**config.mk**
```make
export PLATFORM = sky130hd
export DESIGN_NAME = bounded_positional_list_top
export DESIGN_NICKNAME = d
export VERILOG_FILES = /design/src/design/bpl_pkg.sv /design/src/design/bounded_positional_list_top.sv /design/src/design/bpl_ram.sv
export SDC_FILE = /design/constraint.sdc
export NUM_CORES = 1
export LEC_CHECK = 0
export ABC_AREA = 1
export BUFFER_PORTS_ARGS = -buffer_cell sky130_fd_sc_hd__buf_2
export CAP_MARGIN = 20
export CORE_ASPECT_RATIO = 1.5
export CORE_MARGIN = 4
export CORE_UTILIZATION = 60
export DETAILED_ROUTE_END_ITERATION = 10
export GPL_TIMING_DRIVEN = 0
export PLACE_DENSITY = 0.79
export SLEW_MARGIN = 20
export SYNTH_ARGS = -nofsm -noshare
export SYNTH_HDL_FRONTEND = slang
export SYNTH_SLANG_ARGS = --single-unit
```
**constraint.sdc**
```tcl
create_clock -name clk -period 3.5 [get_ports clk]
set_input_delay 0.175 -clock clk [delete_from_list [all_inputs] [get_ports clk]]
set_output_delay 0.175 -clock clk [all_outputs]
set_load 0.05 [all_outputs]
```
**src/design/bpl_pkg.sv**
```systemverilog
// shared widths, operation and status codes for the bounded positional list
`timescale 1ns / 1ps
`default_nettype none

package bpl_pkg;

  localparam int BPL_CAPACITY   = 16;
  localparam int BPL_DATA_WIDTH = 8;

  localparam int BPL_MODE_W   = 3;
  localparam int BPL_POS_W    = 6;
  localparam int BPL_VAL_W    = 8;
  localparam int BPL_STATUS_W = 2;
  localparam int BPL_COUNT_W  = 7;

  localparam int BPL_IN_TDATA_W  = 16;
  localparam int BPL_OUT_TDATA_W = 24;

  typedef logic [BPL_MODE_W-1:0]   bpl_mode_t;
  typedef logic [BPL_STATUS_W-1:0] bpl_status_t;

  localparam bpl_mode_t MODE_PUSH_BACK  = 3'd0;
  localparam bpl_mode_t MODE_PUSH_FRONT = 3'd1;
  localparam bpl_mode_t MODE_INSERT     = 3'd2;
  localparam bpl_mode_t MODE_POP_BACK   = 3'd3;
  localparam bpl_mode_t MODE_POP_FRONT  = 3'd4;
  localparam bpl_mode_t MODE_REMOVE     = 3'd5;
  localparam bpl_mode_t MODE_DUMP       = 3'd6;

  localparam bpl_status_t ST_DONE    = 2'd0;
  localparam bpl_status_t ST_IGNORED = 2'd1;
  localparam bpl_status_t ST_FULL    = 2'd2;

endpackage

`default_nettype wire

```
**src/design/bounded_positional_list_top.sv**
```systemverilog
// Ordered list of up to CAPACITY words held in one RAM, with positional insert, remove and
// dump. Each request is one operation; every operation returns one result except a dump of a
// non-empty list, which returns one result per entry in list order with tlast on the final one.
// Entries live in a single-port-write RAM, so insert and remove move the tail one word per
// cycle; push back, pop back and rejected or ignored operations move no entries, and a result
// waits in S_RESP while the output is stalled. A dump reads one entry at a time and waits for
// the output register to free before each read. A new request is taken as soon as the list
// logic is idle, even while the previous result still waits in the output register.
`timescale 1ns / 1ps
`default_nettype none

module bounded_positional_list_top #(
  parameter int CAPACITY   = bpl_pkg::BPL_CAPACITY,
  parameter int DATA_WIDTH = bpl_pkg::BPL_DATA_WIDTH
) (
  input  wire logic                                  clk,
  input  wire logic                                  rst_n,
  input  wire logic                                  in_tvalid,
  output logic                                       in_tready,
  // position [5:0], value [13:6], zero [15:14]
  input  wire logic [bpl_pkg::BPL_IN_TDATA_W-1:0]    in_tdata,
  // mode [2:0]
  input  wire logic [bpl_pkg::BPL_MODE_W-1:0]        in_tuser,
  output logic                                       out_tvalid,
  input  wire logic                                  out_tready,
  // count [6:0], entry_value [14:7], entry_position [20:15], zero [23:21]
  output logic      [bpl_pkg::BPL_OUT_TDATA_W-1:0]   out_tdata,
  // status [1:0]
  output logic      [bpl_pkg::BPL_STATUS_W-1:0]      out_tuser,
  output logic                                       out_tlast
);

  import bpl_pkg::*;

  localparam int ADDR_W = $clog2(CAPACITY);
  localparam int CNT_W  = $clog2(CAPACITY + 1);
  localparam int PAD_W  = BPL_OUT_TDATA_W - BPL_COUNT_W - BPL_VAL_W - BPL_POS_W;

  localparam logic [2:0] S_IDLE    = 3'd0;
  localparam logic [2:0] S_SHIFT   = 3'd1;
  localparam logic [2:0] S_DRAIN   = 3'd2;
  localparam logic [2:0] S_FILL    = 3'd3;
  localparam logic [2:0] S_RESP    = 3'd4;
  localparam logic [2:0] S_DUMP_RD = 3'd5;
  localparam logic [2:0] S_DUMP_LD = 3'd6;

  // control state
  logic [2:0]        state_r, state_nxt;
  logic [CNT_W-1:0]  count_r, count_nxt;
  logic              out_valid_r, out_valid_nxt;

  // operation context
  bpl_status_t       status_r, status_nxt;
  logic              ins_r, ins_nxt;
  logic [ADDR_W-1:0] ptr_r, ptr_nxt;
  logic [ADDR_W-1:0] end_r, end_nxt;
  logic [ADDR_W-1:0] waddr_r, waddr_nxt;
  logic              wpend_r, wpend_nxt;
  logic [DATA_WIDTH-1:0] val_r, val_nxt;

  // output register
  bpl_status_t            out_status_r;
  logic [BPL_COUNT_W-1:0] out_count_r;
  logic [BPL_VAL_W-1:0]   out_val_r;
  logic [BPL_POS_W-1:0]   out_pos_r;
  logic                   out_last_r;

  // ram ports
  logic                  ram_we;
  logic [ADDR_W-1:0]     ram_waddr;
  logic [DATA_WIDTH-1:0] ram_wdata;
  logic                  ram_re;
  logic [ADDR_W-1:0]     ram_raddr;
  logic [DATA_WIDTH-1:0] ram_rdata;

  // request fields
  bpl_mode_t            in_mode;
  logic [BPL_POS_W-1:0] in_pos;
  logic [BPL_VAL_W-1:0] in_value;
  logic                 in_fire;
  logic                 out_free;

  logic [BPL_VAL_W+DATA_WIDTH-1:0] val_wide_in;
  logic [BPL_VAL_W+DATA_WIDTH-1:0] val_wide_out;
  logic [DATA_WIDTH-1:0]           word_in;
  logic [BPL_VAL_W-1:0]            word_out;

  logic              full, empty, pos_ok;
  logic [CNT_W-1:0]  cnt_m1;
  logic [ADDR_W-1:0] last_addr;
  logic [ADDR_W-1:0] pos_a;
  logic              do_ins, do_rem, do_back;
  logic [ADDR_W-1:0] op_p;

  logic                 ld;
  bpl_status_t          ld_status;
  logic [BPL_VAL_W-1:0] ld_val;
  logic [BPL_POS_W-1:0] ld_pos;
  logic                 ld_last;

  assign in_mode  = in_tuser;
  assign in_pos   = in_tdata[BPL_POS_W-1:0];
  assign in_value = in_tdata[BPL_POS_W+BPL_VAL_W-1:BPL_POS_W];

  assign in_tready = (state_r == S_IDLE);
  assign in_fire   = in_tvalid && in_tready;
  assign out_free  = !out_valid_r || out_tready;

  // widen or narrow between the 8-bit port word and the stored word
  assign val_wide_in  = {{DATA_WIDTH{1'b0}}, in_value};
  assign word_in      = val_wide_in[DATA_WIDTH-1:0];
  assign val_wide_out = {{BPL_VAL_W{1'b0}}, ram_rdata};
  assign word_out     = val_wide_out[BPL_VAL_W-1:0];

  assign full      = (count_r == CNT_W'(CAPACITY));
  assign empty     = (count_r == '0);
  assign pos_ok    = (BPL_COUNT_W'(in_pos) < BPL_COUNT_W'(count_r));
  assign cnt_m1    = count_r - CNT_W'(1);
  assign last_addr = cnt_m1[ADDR_W-1:0];
  assign pos_a     = in_pos[ADDR_W-1:0];

  always_comb begin
    state_nxt  = state_r;
    count_nxt  = count_r;
    status_nxt = status_r;
    ins_nxt    = ins_r;
    ptr_nxt    = ptr_r;
    end_nxt    = end_r;
    waddr_nxt  = waddr_r;
    wpend_nxt  = wpend_r;
    val_nxt    = val_r;
    ram_we     = 1'b0;
    ram_waddr  = waddr_r;
    ram_wdata  = ram_rdata;
    ram_re     = 1'b0;
    ram_raddr  = ptr_r;
    ld         = 1'b0;
    ld_status  = status_r;
    ld_val     = '0;
    ld_pos     = '0;
    ld_last    = 1'b1;
    do_ins     = 1'b0;
    do_rem     = 1'b0;
    do_back    = 1'b0;
    op_p       = '0;

    unique case (state_r)
      S_IDLE: begin
        if (in_fire) begin
          status_nxt = ST_DONE;
          state_nxt  = S_RESP;
          val_nxt    = word_in;
          wpend_nxt  = 1'b0;
          unique case (in_mode)
            MODE_PUSH_BACK: begin
              if (full) status_nxt = ST_FULL;
              else      do_back = 1'b1;
            end
            MODE_PUSH_FRONT: begin
              if (full) status_nxt = ST_FULL;
              else      do_ins = 1'b1;
            end
            MODE_INSERT: begin
              priority if (!pos_ok) begin
                status_nxt = ST_IGNORED;
              end else if (full) begin
                status_nxt = ST_FULL;
              end else if (pos_a == '0) begin
                do_ins = 1'b1;
              end else if (pos_a == last_addr) begin
                // last position appends at the back
                do_back = 1'b1;
              end else begin
                do_ins = 1'b1;
                op_p   = pos_a;
              end
            end
            MODE_POP_BACK: begin
              if (empty) status_nxt = ST_IGNORED;
              else       count_nxt = cnt_m1;
            end
            MODE_POP_FRONT: begin
              if (empty) status_nxt = ST_IGNORED;
              else       do_rem = 1'b1;
            end
            MODE_REMOVE: begin
              if (!pos_ok) begin
                status_nxt = ST_IGNORED;
              end else begin
                do_rem = 1'b1;
                op_p   = pos_a;
              end
            end
            MODE_DUMP: begin
              if (empty) begin
                status_nxt = ST_IGNORED;
              end else begin
                ptr_nxt   = '0;
                end_nxt   = last_addr;
                state_nxt = S_DUMP_RD;
              end
            end
            default: status_nxt = ST_IGNORED;
          endcase

          if (do_back) begin
            ram_we    = 1'b1;
            ram_waddr = count_r[ADDR_W-1:0];
            ram_wdata = word_in;
            count_nxt = count_r + CNT_W'(1);
          end
          if (do_ins) begin
            count_nxt = count_r + CNT_W'(1);
            ins_nxt   = 1'b1;
            end_nxt   = op_p;
            ptr_nxt   = last_addr;
            state_nxt = empty ? S_FILL : S_SHIFT;
          end
          if (do_rem) begin
            count_nxt = cnt_m1;
            ins_nxt   = 1'b0;
            end_nxt   = last_addr;
            ptr_nxt   = op_p + ADDR_W'(1);
            // dropping the final entry moves nothing
            state_nxt = (op_p == last_addr) ? S_RESP : S_SHIFT;
          end
        end
      end

      S_SHIFT: begin
        // read one entry, write the one read last cycle to its new place
        ram_re    = 1'b1;
        ram_raddr = ptr_r;
        ram_we    = wpend_r;
        wpend_nxt = 1'b1;
        waddr_nxt = ins_r ? ptr_r + ADDR_W'(1) : ptr_r - ADDR_W'(1);
        ptr_nxt   = ins_r ? ptr_r - ADDR_W'(1) : ptr_r + ADDR_W'(1);
        if (ptr_r == end_r) state_nxt = S_DRAIN;
      end

      S_DRAIN: begin
        ram_we    = 1'b1;
        state_nxt = ins_r ? S_FILL : S_RESP;
      end

      S_FILL: begin
        ram_we    = 1'b1;
        ram_waddr = end_r;
        ram_wdata = val_r;
        state_nxt = S_RESP;
      end

      S_RESP: begin
        if (out_free) begin
          ld        = 1'b1;
          state_nxt = S_IDLE;
        end
      end

      S_DUMP_RD: begin
        if (out_free) begin
          ram_re    = 1'b1;
          ram_raddr = ptr_r;
          state_nxt = S_DUMP_LD;
        end
      end

      S_DUMP_LD: begin
        // output register is empty here, it was freed when the read went out
        ld        = 1'b1;
        ld_status = ST_DONE;
        ld_val    = word_out;
        ld_pos    = BPL_POS_W'(ptr_r);
        ld_last   = (ptr_r == end_r);
        if (ptr_r == end_r) begin
          state_nxt = S_IDLE;
        end else begin
          ptr_nxt   = ptr_r + ADDR_W'(1);
          state_nxt = S_DUMP_RD;
        end
      end

      default: state_nxt = S_IDLE;
    endcase

    out_valid_nxt = ld ? 1'b1 : (out_tready ? 1'b0 : out_valid_r);
  end

  always_ff @(posedge clk) begin
    if (!rst_n) begin
      state_r     <= S_IDLE;
      count_r     <= '0;
      out_valid_r <= 1'b0;
      wpend_r     <= 1'b0;
    end else begin
      state_r     <= state_nxt;
      count_r     <= count_nxt;
      out_valid_r <= out_valid_nxt;
      wpend_r     <= wpend_nxt;
    end
  end

  always_ff @(posedge clk) begin
    status_r <= status_nxt;
    ins_r    <= ins_nxt;
    ptr_r    <= ptr_nxt;
    end_r    <= end_nxt;
    waddr_r  <= waddr_nxt;
    val_r    <= val_nxt;
    if (ld) begin
      out_status_r <= ld_status;
      out_count_r  <= BPL_COUNT_W'(count_r);
      out_val_r    <= ld_val;
      out_pos_r    <= ld_pos;
      out_last_r   <= ld_last;
    end
  end

  bpl_ram #(
    .WIDTH (DATA_WIDTH),
    .DEPTH (CAPACITY)
  ) u_ram (
    .clk   (clk),
    .we    (ram_we),
    .waddr (ram_waddr),
    .wdata (ram_wdata),
    .re    (ram_re),
    .raddr (ram_raddr),
    .rdata (ram_rdata)
  );

  assign out_tvalid = out_valid_r;
  assign out_tuser  = out_status_r;
  assign out_tlast  = out_last_r;
  assign out_tdata  = {{PAD_W{1'b0}}, out_pos_r, out_val_r, out_count_r};

endmodule

`default_nettype wire

```
**src/design/bpl_ram.sv**
```systemverilog
// generic simple dual-port ram, one write port and one registered read port
`timescale 1ns / 1ps
`default_nettype none

module bpl_ram #(
  parameter int WIDTH = 8,
  parameter int DEPTH = 16
) (
  input  wire logic                     clk,
  input  wire logic                     we,
  input  wire logic [$clog2(DEPTH)-1:0] waddr,
  input  wire logic [WIDTH-1:0]         wdata,
  input  wire logic                     re,
  input  wire logic [$clog2(DEPTH)-1:0] raddr,
  output logic      [WIDTH-1:0]         rdata
);

  logic [WIDTH-1:0] mem [DEPTH];

  always_ff @(posedge clk) begin
    if (we) begin
      mem[waddr] <= wdata;
    end
    if (re) begin
      rdata <= mem[raddr];
    end
  end

endmodule

`default_nettype wire

```
**Yosys cells after proc, flatten, opt, wreduce, memory -nomap -nowiden**

Memories as Yosys holds them, arrays and structs flattened. A register that Yosys moved wholly into a read port is not among the register bits.
Index checks and enable logic that the tools add are counted.

- Flip-flop bits (word level): 55
- Latch bits: 0
- RAM bits: 128
- ROM bits: 0
- Input bits: 23
- Output and inout port bits: 29
- Memories kept: 1

Memory list:

| name | depth | width | rd ports | clocked after memory_dff | wr ports | line | RTL |
|---|---|---|---|---|---|---|---|
| u_ram.mem | 16 | 8 | 1 | 1 | 1 | bpl_ram.sv:18 | `logic [WIDTH-1:0] mem [DEPTH];` |

- Add/sub/neg operators: 5
- $mul: 0
- Div/mod/pow operators: 0
- $lt $le $gt $ge: 1
- Equal/unequal tests: 25
- Shift-type cells: 0
- Mux-type cells: 83
- Bitwise gates (word level): 0
- Reduce and logical (&&, ||, !) cells: 23

Operators by type and width:

| operator | count |
|---|---|
| two-way mux 4 bit | 21 |
| two-way mux 1 bit | 30 |
| two-way mux 3 bit | 9 |
| two-way mux 5 bit | 5 |
| case mux 3 bit (7 select lines) | 1 |
| equality test 3 bit (second input constant) | 6 |
| two-way mux 8 bit | 2 |
| case mux 4 bit (2 select lines) | 2 |
| case mux 8 bit (2 select lines) | 1 |
| equality test 3 x 2 -> 1 bit (second input constant) | 4 |
| equality test 4 bit | 3 |
| case mux 1 bit (2 select lines) | 6 |
| case mux 4 bit (3 select lines) | 1 |
| AND reduction 4 bit | 3 |
| adder 4 x 1 -> 4 bit (second input constant) | 2 |
| != test 2 bit (second input constant) | 4 |
| != test 4 x 1 -> 1 bit (second input constant) | 2 |
| case mux 2 bit (4 select lines) | 1 |
| equality test 3 x 1 -> 1 bit (second input constant) | 2 |
| zero test 3 bit | 2 |
| less-than comparator 6 x 5 -> 1 bit | 1 |
| two-way mux 2 bit | 3 |
| nonzero test 2 bit | 3 |
| nonzero test 3 bit | 2 |
| 19 further kinds | 21 |

**Longest topological paths before layout**

Gate-level depths: netlist of run 1.

- Word-level depth: 14
- Gate-level depth with buffers: 23
- Depth with buffers taken out: 23

**By module**

A second synthesis of run 1 with hierarchy kept.

- Cell total of the unflattened synthesis: 960
- Area total of the unflattened synthesis: 9257.6 um^2

By module, submodules not included:

| module | instances | cells an instance | area an instance (um^2) | sequential area each (um^2) |
|---|---|---|---|---|
| bpl_ram | 1 | 551 | 5853.1 | 4083.9 |
| bounded_positional_list_top | 1 | 409 | 3404.5 | 1491.4 |

**Worst setup path after synthesis of run 1**

Ideal clock, no wire load.

- Kind: reg2reg
- From: register count_r[0]
- To: memory u_ram.mem[9][0] (enable)
- Arrival: 2.633 ns
- Path slack: 0.497 ns
- Cell stages (with the launch flop): 14
- Path buffers: 0
- Clock period less this slack: 3.003 ns
- Cell sequence: dfxtp_1 > inv_2 > ha_1 > a21oi_1 > o21ai_0 > nor2_4 > nand3_2 > o32ai_4 > nand3_4 > nand3_1 > nand3b_2 > a21oi_2 > nand3_2 > nor2_1

- Cells in the longest elaborated chain, start to end: 14

Ends and longest elaborated chain:

| element | line | RTL |
|---|---|---|
| from (decl) | bounded_positional_list_top.sv:49 | `logic [CNT_W-1:0] count_r, count_nxt;` |
| from (signal assigned) | bounded_positional_list_top.sv:297 | `count_r <= count_nxt;` |
| subtractor 5 x 1 -> 5 bit | bounded_positional_list_top.sv:118 | `assign cnt_m1 = count_r - CNT_W'(1);` |
| equality test 4 bit | bounded_positional_list_top.sv:170 | `end else if (pos_a == last_addr) begin` |
| two-way mux 1 bit | bounded_positional_list_top.sv:170 |  |
| two-way mux 1 bit | bounded_positional_list_top.sv:168 | `end else if (pos_a == '0) begin` |
| two-way mux 1 bit | bounded_positional_list_top.sv:166 | `end else if (full) begin` |
| two-way mux 1 bit | bounded_positional_list_top.sv:164 | `priority if (!pos_ok) begin` |
| case mux 1 bit (2 select lines) | bounded_positional_list_top.sv:154 | `unique case (in_mode)` |
| two-way mux 1 bit | bounded_positional_list_top.sv:149 | `if (in_fire) begin` |
| two-way mux 1 bit | bounded_positional_list_top.sv:147 | `unique case (state_r)` |
| two-way mux 1 bit | bounded_positional_list_top.sv:206 | `if (do_back) begin` |
| two-way mux 1 bit | bounded_positional_list_top.sv:149 |  |
| case mux 1 bit (3 select lines) | bounded_positional_list_top.sv:147 |  |
| two-way mux 1 bit | bpl_ram.sv:21 | `if (we) begin` |
| two-way mux 1 bit (implied by the code) | bpl_ram.sv:22 | `mem[waddr] <= wdata;` |
| to (decl) | bpl_ram.sv:18 |  |

Several ways; a longest one is shown, not always the timed one. The select of a mux whose other input is x is not followed.

**Worst setup path after layout of run 1**

- From: register count_r[3]
- To: memory u_ram.mem[12][0] (enable)

Same word-level chain as after synthesis.

==> results of run 1 <==
-- what timing repair did --
action	CTS	global route
setup endpoints to repair	128	141
buffers inserted	0	8
cloned	0	0
pin swaps	0	14
resized for setup	33	7
hold buffers	8	0
endpoints found under the hold margin	8	0
-- cell usage after synthesis, drive strengths merged --
cell type,number
nand3,53
mux2i,1
a211oi,1
o21bai,2
inv,67
a31oi,3
nand2,94
buf,15
xnor2,7
a221oi,1
nor2,130
clkinv,3
edfxtp,179
o21ai,81
o221ai,25
clkbuf,30
a21oi,20
a311oi,1
o32ai,1
o22ai,11
dfxtp,10
conb,1
xor2,6
o211ai,12
a32o,1
ha,10
o31ai,2
nand4,9
o2111ai,8
nor3,4
nand3b,1
-- power groups by stage --
stage	registers (W)	logic [W]	clock network, W
after CTS	0.00333	0.00331	0.00191
after floorplan	0.00363	0.00181	0
after global placement	0.00339	0.00299	0
final	0.00333	0.00344	0.00190
after global routing	0.00336	0.00367	0.00201
after detailed placement	0.00338	0.00319	0
-- state kept, by name (all words and copies together) (netlist names) --
register and count:
u_ram.mem 128, out_val_r 8, u_ram.rdata 8, val_r 8
count_r 5, out_count_r 5, end_r 4, out_pos_r 4
ptr_r 4, waddr_r 4, state_r 3, out_tuser 2
status_r 2, ins_r 1, out_tlast 1, out_tvalid 1
wpend_r 1
-- metrics by stage --
stage | cells | instance area, µm²
3_3_place_gp | 1028 | 9170
4_1_cts | 1070 | 10000
2_1_floorplan | 795 | 8730
6_report | 1078 | 10200
5_1_grt | 1078 | 10200
3_5_place_dp | 1030 | 9250
-- metal layers --
| layer | global-route usage | up-vias |
|---|---|---|
| met2 | 0.497 | 376 |
| met1 | 0.320 | 3119 |
| met3 | 0.0407 | 88 |
| met4 | 0.194 | 0 |
| met5 | 0 | - |
| li1 | - | 2984 |
-- tightest hold or removal path: cells and delay by family --
| kind | cells | cell delay (ns) |
|---|---|---|
| buf+inv | 1 | 0.13 |
| simple gates | 2 | 0.10 |
-- logic make-up after synthesis --
logic type | Yosys count | share of synthesized area
flops | 189 | 0.641
other cells | 1 | 0.000431
fa+ha+maj | 10 | 0.0144
simple gates | 291 | 0.150
buf+inv | 115 | 0.0553
xor+xnor | 13 | 0.0131
compound gates | 169 | 0.125
mux | 1 | 0.00115
-- worst paths after layout --
check	end	slack [ns]	cells after the start
worst max-delay path	u_ram.mem[12][0]	0.19	18
worst max register to register	u_ram.mem[12][0]	0.19	18
worst min-delay path	count_r[4]	0.02	3
worst min register to register	out_count_r[3]	0.43	0
-- area by class of cell --
type,instances,share of cell area
flip-flops and latches,189,0.547
multi-input cells,491,0.281
repair buffers,59,0.0435
clock buffers,18,0.0421
inverters,70,0.0265
well taps,192,0.0236
plain buffers,45,0.0207
clock inverters,14,0.0150
==> metrics.md, run 1 <==
| Metric | Value |
|---|---|
| Cell Pwr Density | `851 mW/mm²` |
| Fmax | `0.302 GHz` |
| Sequential power share | `0.384` |
| Hold WS | `0.0223 ns` |
| Post-Syn Area per Cell | `11.0 µm²` |
| Commonest non-fill, non-tap cell in the layout | `edfxtp_1` |
| Post-route minimum period | `3.31 ns` |
| Port bufs | `41` |
| Die X | `106 µm` |
| Area of the multi-input gates | `0.00287 mm²` |
| CP Cell Sequence | `buf_2 > inv_2 > ha_1 > nand2_1 > inv_1 > o21ai_1 > nand3_1 > inv_2 > nand2_1 > o32ai_4 > nand3_4 > nand3_1 > nand3_1 > nor2_2 > inv_1 > nand2_1 > nor2_4 > buf_12` |
| Yosys top cell area share | `0.618` |
| Worst slack, placed | `-0.408 ns` |
| Crit. Startpoint | `count_r[3]` |
| Post-Route M1 WL | `8.16 mm` |
| H-tree Lvls | `4` |
| Register bit total from synthesis | `189` |
| Status | `finished, final reports clean` |
| Ports | `52` |
| Worst-path maximum fanout | `9` |
| DR iter-0 viols | `733` |
| Clock network power share | `0.219` |
| Worst setup SP type | `flip-flop` |
| Sequential share of the synthesized area | `0.641` |
| Detail Route Antenna Nets | `0` |
| Fin nets | `906` |
| Clk buf depth | `2` |
| Root Buffer | `clkbuf_16` |
| Core Rows | `53` |
| Synth cell types | `49` |
| Crit-path max cell delay | `0.34 ns` |
| CTS Buf Count | `17` |
| Sink Count | `189` |
| Layout Skew | `0.0101 ns` |
| DR vias/cell | `6.09` |
| Synth Instances | `789` |
| Top layer reached by signal wires | `met4` |
| Unrepaired setup endpoints after global routing | `false` |
| Crit path max-delay family | `simple AND/OR/NAND/NOR gates` |
| GRT Util Overall | `0.284` |
| Die area | `0.0165 mm²` |
| Fillers | `1,028` |
| Worst Path Arrival | `3.50 ns` |
| HP Start | `rst_n` |
| Drt drc | `0` |
| Setup violators final | `0` |
| Via count | `6,567` |
| Vias in the first global route | `6,569` |
| Commonest non-fill, non-tap cells in the layout | `edfxtp_1, nor2_1, nand2_1, o21ai_0, inv_1` |
| Final period util | `0.946` |
| WL met2 | `11.9 mm` |
| GRT overflow | `0` |
| Top cells by area, synth | `edfxtp_1, nor2_1, o21ai_0` |
| Pins Over Slew Limit | `0` |
| CP Class | `flip-flop to flip-flop` |
| Overall power | `0.00867 W` |
| Drt first pass iters | `7` |
| Buffers & Inverters on Critical Path | `6` |
| Leak | `3.72 nW` |
| Clock transition at path regs | `0.07 ns` |
| Layout cells sized above 1 | `0.183` |
| Final TNS setup | `0 ns` |
| Post-Syn Area | `0.00870 mm²` |
| Req. time, crit path | `3.69 ns` |
| Switching Fraction | `0.417` |
| Relative slew slack | `0.383` |
| Dpl hpwl | `16.3 mm` |
| Final WL | `23.3 mm` |
| Pint | `0.00506 W` |
| Initial antenna violation count | `0` |
| Switch Pwr | `0.00362 W` |
| Area growth, synth to finish | `17.1%` |
| Met3 routed WL | `1.64 mm` |
| CP max stage cell | `nand2_1` |
| Final design utilization | `0.722` |
| Logic gate share of total power | `0.396` |
| Clock latency at the later pin of the worst-skew pair | `0.43 ns` |
| Antenna cells | `0` |
| TritonCTS clock tree | `yes` |
| Gp weighted congestion | `0.959` |
| Worst vdd ir | `435 µV` |
| Core box area | `0.0141 mm²` |
| Worst r2r src | `count_r[3]` |
| YS warnings | `0` |
| Max cap viols | `0` |
| Yosys top cell by area | `edfxtp_1` |
| Largest net degree at the start of global routing | `21` |
| Final Hold Viols | `0` |
| Crit path capture type | `flip-flop` |
| Worst-margin pin slew | `0.925 ns` |
| First-pass GRT wire length | `35.4 mm` |
| Die Height | `156 µm` |
| Avg WL per Cell | `21.6 µm` |
| Register area | `0.00558 mm²` |
| Worst hold path class | `primary input to flip-flop` |
| Starting Density | `0.616` |
| Final WS setup | `0.189 ns` |
No activity file was read; power rests on OpenSTA's default activity.
==> inputs of run 2 (changes only) <==
--- a/config.mk
+++ b/config.mk
@@ -14,7 +14,9 @@
 export DETAILED_ROUTE_END_ITERATION = 10
 export GPL_TIMING_DRIVEN = 0
 export PLACE_DENSITY = 0.79
+export SETUP_SLACK_MARGIN = 0.2
 export SLEW_MARGIN = 20
 export SYNTH_ARGS = -nofsm -noshare
 export SYNTH_HDL_FRONTEND = slang
+export SYNTH_HIERARCHICAL = 1
 export SYNTH_SLANG_ARGS = --single-unit
==> run 2 against run 1 <==
  * Non-clock buffer count increased by 22
  * Flip-flop and latch count stayed put
  * Routed wire length increased by 8.1%
  * Worst setup slack worse by 0.025 ns
  * Combinational power up 6.7%
  * Largest cell class unchanged
  * Critical path depth stayed put
  * Via count up 11%
  * Die area is 5.9% higher
  * Global-route usage increased by 0.91 points
  * Count of clock-buffer cells in the layout decreased by 1
  * Largest power group unchanged
==> metrics.md, run 2 <==
| Metric | Value |
|---|---|
| Top cells by area, synth | `edfxtp_1, nand2_1, nand3_1 (was edfxtp_1, nor2_1, o21ai_0)` |
| Post-Syn Area | `0.00926 mm² (was 0.00870 mm²)` |
| Worst setup SP type | `flip-flop (unchanged)` |
| Top-count cell post-synth | `nand2_1 (was edfxtp_1)` |
| Clock network power share | `0.218 (was 0.219)` |
| Die Height | `160 µm (was 156 µm)` |
| Switch Pwr | `0.00370 W (was 0.00362 W)` |
| Final design utilization | `0.735 (was 0.722)` |
| Reg2Reg Setup Slack | `0.16 ns (was 0.19 ns)` |
| Cell Pwr Density | `803 mW/mm² (was 851 mW/mm²)` |
| YS warnings | `6 (was 0)` |
| Starting Density | `0.611 (was 0.616)` |
| Reg2reg path depth | `18 (unchanged)` |
| Layout cells sized above 1 | `0.199 (was 0.183)` |
| Sequential share of the synthesized area | `0.602 (was 0.641)` |
| Max FFs per register | `128 (unchanged)` |
| Synth Instances | `960 (was 789)` |
| CP Depth | `18 (unchanged)` |
| Req. time, crit path | `3.61 ns (was 3.69 ns)` |
| DR vias/cell | `5.69 (was 6.09)` |
| Worst Path Arrival | `3.44 ns (was 3.50 ns)` |
| Sequential power share | `0.371 (was 0.384)` |
| Relative slew slack | `0.341 (was 0.383)` |
| Crit-path max cell delay | `0.39 ns (was 0.34 ns)` |
| Largest net degree at the start of global routing | `21 (unchanged)` |
| Post-synth EDFFs | `179 (unchanged)` |
| GRT overflow | `0 (unchanged)` |
| Fin nets | `1,103 (was 906)` |
| Layout Skew | `0.00708 ns (was 0.0101 ns)` |
| Post-route minimum period | `3.34 ns (was 3.31 ns)` |
| Gp weighted congestion | `1.03 (was 0.959)` |
| Synth cell types | `44 (was 49)` |
| Antenna cells | `0 (unchanged)` |
| Via count | `7,300 (was 6,567)` |
| Final TNS setup | `0 ns (unchanged)` |
| Post-Syn Area per Cell | `9.64 µm² (was 11.0 µm²)` |
| Dpl hpwl | `16.9 mm (was 16.3 mm)` |
| Switching Fraction | `0.415 (was 0.417)` |
| Port bufs | `42 (was 41)` |
| TritonCTS clock tree | `yes (unchanged)` |
| Vias in the first global route | `7,139 (was 6,569)` |
| Commonest cells in the netlist | `nand2_1, edfxtp_1, inv_1, nand3_1, nor2_1 (was edfxtp_1, nor2_1, nand2_1, o21ai_0, inv_1)` |
| Pins Over Slew Limit | `0 (unchanged)` |
| Avg WL per Cell | `19.6 µm (was 21.6 µm)` |
| Max cap viols | `0 (unchanged)` |
| Buffers & Inverters on Critical Path | `6 (unchanged)` |
| RR Endpoint | `u_ram/mem[6][5] (was u_ram.mem[12][0])` |
| H-tree Lvls | `4 (unchanged)` |
| Detail Route Antenna Nets | `0 (unchanged)` |
| Core Rows | `55 (was 53)` |
| Sink Count | `189 (unchanged)` |
| Final WL | `25.2 mm (was 23.3 mm)` |
| Ports | `52 (unchanged)` |
| Unrepaired setup endpoints after global routing | `false (unchanged)` |
| Worst-margin pin slew | `0.988 ns (was 0.925 ns)` |
| Crit path max-delay family | `simple AND/OR/NAND/NOR gates (unchanged)` |
| Worst r2r src | `count_r[3] (unchanged)` |
| Crit path capture type | `flip-flop (unchanged)` |
| Worst hold path class | `primary input to flip-flop (unchanged)` |
| Drt drc | `0 (unchanged)` |
| CP max stage cell | `dfxtp_4 (was nand2_1)` |
| FFs w/ async S/R, synth | `0 (unchanged)` |
| Root Buffer | `clkbuf_16 (unchanged)` |
| Commonest non-fill, non-tap cells in the layout | `nand2_1, edfxtp_1, inv_1 (was edfxtp_1, nor2_1, nand2_1, o21ai_0, inv_1)` |
| Worst-path maximum fanout | `8 (was 9)` |
| Largest register by flop count | `u_ram/mem (was u_ram.mem)` |
| Register bit total from synthesis | `189 (unchanged)` |
| Drt first pass iters | `5 (was 7)` |
| Commonest non-fill, non-tap cell in the layout | `nand2_1 (was edfxtp_1)` |
| Fmax | `0.300 GHz (was 0.302 GHz)` |
| Die X | `109 µm (was 106 µm)` |
| Final period util | `0.953 (was 0.946)` |
| DR iter-0 viols | `619 (was 733)` |
| Final Hold Viols | `0 (unchanged)` |
| Setup violators final | `0 (unchanged)` |
| Die area | `0.0175 mm² (was 0.0165 mm²)` |
| Leak | `4.70 nW (was 3.72 nW)` |
| Yosys top cell area share | `0.581 (was 0.618)` |
| Logic gate share of total power | `0.411 (was 0.396)` |
| Hold WS | `0.0564 ns (was 0.0223 ns)` |
| CP Class | `flip-flop to flip-flop (unchanged)` |
| CTS Buf Count | `17 (unchanged)` |
| Clk buf depth | `2 (unchanged)` |
| Pint | `0.00523 W (was 0.00506 W)` |
| Core box area | `0.0151 mm² (was 0.0141 mm²)` |
| Synth Flop Type | `edfxtp_1 (unchanged)` |
| Worst Setup EP | `u_ram/mem[6][5] (was u_ram.mem[12][0])` |
| Area growth, synth to finish | `20.1% (was 17.1%)` |
| Status | `finished, final reports clean (unchanged)` |
| Yosys top cell by area | `edfxtp_1 (unchanged)` |
| Worst vdd ir | `594 µV (was 435 µV)` |
| Crit. Startpoint | `count_r[3] (unchanged)` |
| Clock latency at the later pin of the worst-skew pair | `0.43 ns (about the same)` |
| Clock transition at path regs | `0.07 ns (about the same)` |
| First-pass GRT wire length | `38.3 mm (was 35.4 mm)` |
| Initial antenna violation count | `0 (unchanged)` |
| GRT Util Overall | `0.294 (was 0.284)` |
| CP Cell Sequence | `clkinvlp_4 > ha_1 > nand2_1 > inv_1 > o21ai_2 > nand3_2 > inv_2 > nand2_1 > o32ai_2 > nand2_2 > inv_2 > nand2_4 > buf_8 > nand3_1 > o2111ai_2 > inv_1 > nand2_2 > nor2_4 (was buf_2 > inv_2 > ha_1 > nand2_1 > inv_1 > o21ai_1 > nand3_1 > inv_2 > nand2_1 > o32ai_4 > nand3_4 > nand3_1 > nand3_1 > nor2_2 > inv_1 > nand2_1 > nor2_4 > buf_12)` |
-- run 2: cell type report --
class / instances / area [µm²]
tap: 199 / 249
multi-input combinational: 571 / 3050
clock inverter: 15 / 175
buffer: 41 / 283
inverter: 165 / 626
sequential: 189 / 5590
timing repair buffer: 85 / 726
fill: 1036 / 4020
clock buffer: 17 / 425
-- run 2: cells by family after synthesis --
group                      after synthesis  share of synthesized area
and+or+nand+nor                        464                      0.221
buffers and inverters                  206                     0.0964
DFF                                    189                      0.602
AOI/OAI and AO/OA                       76                     0.0534
xor gates and xnor gates                13                     0.0123
adders and majority gates               10                     0.0135
other                                    1                   0.000405
muxes                                    1                    0.00108
-- run 2: layer usage --
metal | global-route usage | part of all wire
met5 | 0 | 0
met4 | 0.189 | 0.074
met3 | 0.0473 | 0.074
met2 | 0.513 | 0.53
met1 | 0.321 | 0.33
-- run 2: worst min-delay path, stage by stage --
cell     delay, ns
buf_2         0.07
nor2_1        0.06
inv_1         0.07
a21oi_1       0.06
-- run 2: repair_timing --
item / 4_1_cts / 5_1_grt
setup buffers: 16 / 9
resized for setup: 54 / 18
gates cloned: 0 / 1
hold endpoints to repair: 9 / 0
hold buffers: 9 / 0
endpoints found under the setup margin: 248 / 148
pin swaps: 14 / 6
-- run 2: stage by stage --
stage	std cells	total power [W]	worst slack, ns	instance area [µm²]
floorplan	966	0.00543	0.261	9280
global placement	1207	0.00637	-0.688	9740
detailed placement	1214	0.00653	-0.679	9800
CTS	1271	0.00868	0.205	10900
global route	1282	0.00930	0.00866	11100
finish	1282	0.00893	0.164	11100
-- run 2: worst min-delay path by stage --
| stage | to | slack [ns] | cells after the start | start |
|---|---|---|---|---|
| global placement | val_r[1] | 0.39 | 1 | in_tdata[7] |
| global route | out_tvalid | 0.09 | 4 | out_tready |
| finish | out_tvalid | 0.06 | 4 | out_tready |
| CTS | out_tvalid | 0.04 | 4 | out_tready |
| floorplan | val_r[0] | 0.27 | 0 | in_tdata[6] |
| detailed placement | val_r[1] | 0.38 | 1 | in_tdata[7] |
-- run 2: power groups by stage --
stage,registers [W],logic [W],clock network [W]
finish,0.00331,0.00367,0.00195
global route,0.00333,0.00391,0.00206
CTS,0.00331,0.00343,0.00195
detailed placement,0.00335,0.00318,0
global placement,0.00337,0.00300,0
floorplan,0.00351,0.00192,0
==> inputs of run 3 (changes only) <==
--- a/config.mk
+++ b/config.mk
@@ -6,8 +6,8 @@
 export NUM_CORES = 1
 export LEC_CHECK = 0
 export ABC_AREA = 1
-export BUFFER_PORTS_ARGS = -buffer_cell sky130_fd_sc_hd__buf_2
-export CAP_MARGIN = 20
+export BUFFER_PORTS_ARGS = -buffer_cell sky130_fd_sc_hd__buf_4
+export CAP_MARGIN = 5
 export CORE_ASPECT_RATIO = 1.5
 export CORE_MARGIN = 4
 export CORE_UTILIZATION = 60
==> run 3 against run 2 <==
  * Clock skew increased by 0.0034 ns
  * Sequential power about the same
  * Largest power group unchanged
  * Global-route usage increased by 0.19 points
==> metrics.md, run 3 (synthesized netlist as in run 2, its figures left out) <==
| Metric | Value |
|---|---|
| Clock transition at path regs | `0.08 ns (was 0.07 ns)` |
| Leak | `4.74 nW (was 4.70 nW)` |
| HP Start | `out_tready (unchanged)` |
| Hold WS | `0.0483 ns (was 0.0564 ns)` |
| Req. time, crit path | `3.65 ns (was 3.61 ns)` |
| DR vias/cell | `5.81 (was 5.69)` |
| Crit path capture type | `flip-flop (unchanged)` |
| Avg WL per Cell | `20.3 µm (was 19.6 µm)` |
| Cell Pwr Density | `804 mW/mm² (was 803 mW/mm²)` |
| Final design utilization | `0.742 (was 0.735)` |
| Ports | `52 (unchanged)` |
| Pins Over Slew Limit | `0 (unchanged)` |
| Commonest non-fill, non-tap cells in the layout | `nand2_1, edfxtp_1, inv_1 (unchanged)` |
| H-tree Lvls | `4 (unchanged)` |
| Initial antenna violation count | `0 (unchanged)` |
| Unrepaired setup endpoints after global routing | `false (unchanged)` |
| Final Hold Viols | `0 (unchanged)` |
| Post-route minimum period | `3.18 ns (was 3.34 ns)` |
| Sink Count | `189 (unchanged)` |
| Via count | `7,448 (was 7,300)` |
| Die X | `109 µm (unchanged)` |
| First-pass GRT wire length | `38.3 mm (unchanged)` |
| Max cap viols | `0 (unchanged)` |
| Worst vdd ir | `598 µV (was 594 µV)` |
| Final period util | `0.908 (was 0.953)` |
| Root Buffer | `clkbuf_16 (unchanged)` |
| Worst r2r src | `count_r[3] (unchanged)` |
| Core box area | `0.0151 mm² (unchanged)` |
| Crit. Startpoint | `count_r[3] (unchanged)` |
| Worst-path maximum fanout | `8 (unchanged)` |
| TritonCTS clock tree | `yes (unchanged)` |
| Detail Route Antenna Nets | `0 (unchanged)` |
| Layout cells sized above 1 | `0.201 (was 0.199)` |
| Status | `finished, final reports clean (unchanged)` |
| Layout Skew | `0.0105 ns (was 0.00708 ns)` |
| Area growth, synth to finish | `21.4% (was 20.1%)` |
| Worst setup SP type | `flip-flop (unchanged)` |
| Die Height | `160 µm (unchanged)` |
| Overall power | `0.00904 W (was 0.00893 W)` |
| Worst Path Arrival | `3.33 ns (was 3.44 ns)` |
| Gp weighted congestion | `0.973 (was 1.03)` |
| Drt first pass iters | `6 (was 5)` |
| Relative slew slack | `0.366 (was 0.341)` |
| Dpl hpwl | `17.3 mm (was 16.9 mm)` |
| GRT overflow | `0 (unchanged)` |
| Worst hold path class | `primary input to flip-flop (unchanged)` |
| Vias in the first global route | `7,196 (was 7,139)` |
| Drt drc | `0 (unchanged)` |
| Largest net degree at the start of global routing | `21 (unchanged)` |
| Post-Place Cells | `1,214 (unchanged)` |
| Finished Layout Cells | `1,281 (was 1,282)` |
| Worst-margin pin slew | `0.949 ns (was 0.988 ns)` |
| Clk buf depth | `2 (unchanged)` |
| Die area | `0.0175 mm² (unchanged)` |
| Fmax | `0.315 GHz (was 0.300 GHz)` |
| Worst slack, placed | `-0.799 ns (was -0.679 ns)` |
| Port bufs | `42 (unchanged)` |
| DR iter-0 viols | `781 (was 619)` |
| CTS Buf Count | `17 (unchanged)` |
| Setup violators final | `0 (unchanged)` |
| Max FFs per register | `128 (unchanged)` |
| Starting Density | `0.611 (unchanged)` |
| Commonest non-fill, non-tap cell in the layout | `nand2_1 (unchanged)` |
| Largest register by flop count | `u_ram/mem (unchanged)` |
| GRT Util Overall | `0.295 (was 0.294)` |
| Clock latency at the later pin of the worst-skew pair | `0.44 ns (was 0.43 ns)` |
| CP Class | `flip-flop to flip-flop (unchanged)` |
| Core Rows | `55 (unchanged)` |
| Final WS setup | `0.323 ns (was 0.164 ns)` |
| Final WL | `26.0 mm (was 25.2 mm)` |
| Antenna cells | `0 (unchanged)` |
| Fin nets | `1,102 (was 1,103)` |
run 3: cell types whose count changed in the layout (fill, tap and decap cells not counted), moves of 2 or more:
cell      previous run  this run
nand2_2             11         8
buf_4               26        70
clkinv_8             3         1
inv_1              150       148
buf_6               13        11
nand2_4              6         9
buf_2               55        13
inv_8                3         6
run 3: where the power goes:
group,internal (W),switching (W)
sequential,0.00319,0.000130
combinational,0.00106,0.00271
clock,0.000997,0.000949
run 3: final timing paths:
kind / endpoint / slack [ns] / cells after the start
max reg2reg: u_ram/mem[13][7] / 0.32 / 19
max: u_ram/mem[13][7] / 0.32 / 19
min reg2reg: out_tuser[0] / 0.51 / 2
min: out_tvalid / 0.05 / 4
run 3: repair_timing:
item,in CTS,in global routing
pin swaps,16,11
buffers inserted,16,7
hold endpoints to repair,9,0
hold buffers,9,0
gates cloned,0,1
setup endpoints to repair,256,132
gates resized for setup,54,27
run 3: worst max-delay path, cell delays in order, from the launching register on:
cell        delay (ns)
dfxtp_4           0.41
clkinvlp_4        0.15
ha_4              0.24
nand2_1           0.05
inv_1             0.04
o21ai_2           0.12
nand3_2           0.13
inv_4             0.09
nand2_1           0.08
o32ai_2           0.16
nand2_2           0.10
inv_2             0.08
nand2_4           0.10
buf_12            0.18
nand3_1           0.10
o2111ai_2         0.22
inv_2             0.17
nand2_4           0.12
nor2_4            0.18
buf_12            0.16
run 3: metal layers:
metal / up-vias / global-route usage / share of wire
met5: - / 0 / 0
met4: 0 / 0.194 / 0.076
met3: 123 / 0.0384 / 0.072
met2: 502 / 0.534 / 0.53
met1: 3440 / 0.311 / 0.32
li1: 3383 / - / -
run 3: per-stage QoR:
| step | TNS [ns] | cell area [µm²] |
|---|---|---|
| 6_report | 0 | 11200 |
| 5_1_grt | 0 | 11200 |
| 4_1_cts | 0 | 11000 |
| 3_5_place_dp | -90.06 | 9900 |
| 3_3_place_gp | -92.14 | 9840 |
| 2_1_floorplan | 0 | 9280 |
run 3: final cells by class:
class                           instances  area [µm²]
Clock inverter                         14         140
Multi-Input combinational cell        571        3090
Tap cell                              199         249
Buffer                                 41         288
Timing Repair Buffer                   84         803
Sequential cell                       189        5590
Fill cell                             988        3900
Inverter                              165         631
Clock buffer                           18         450
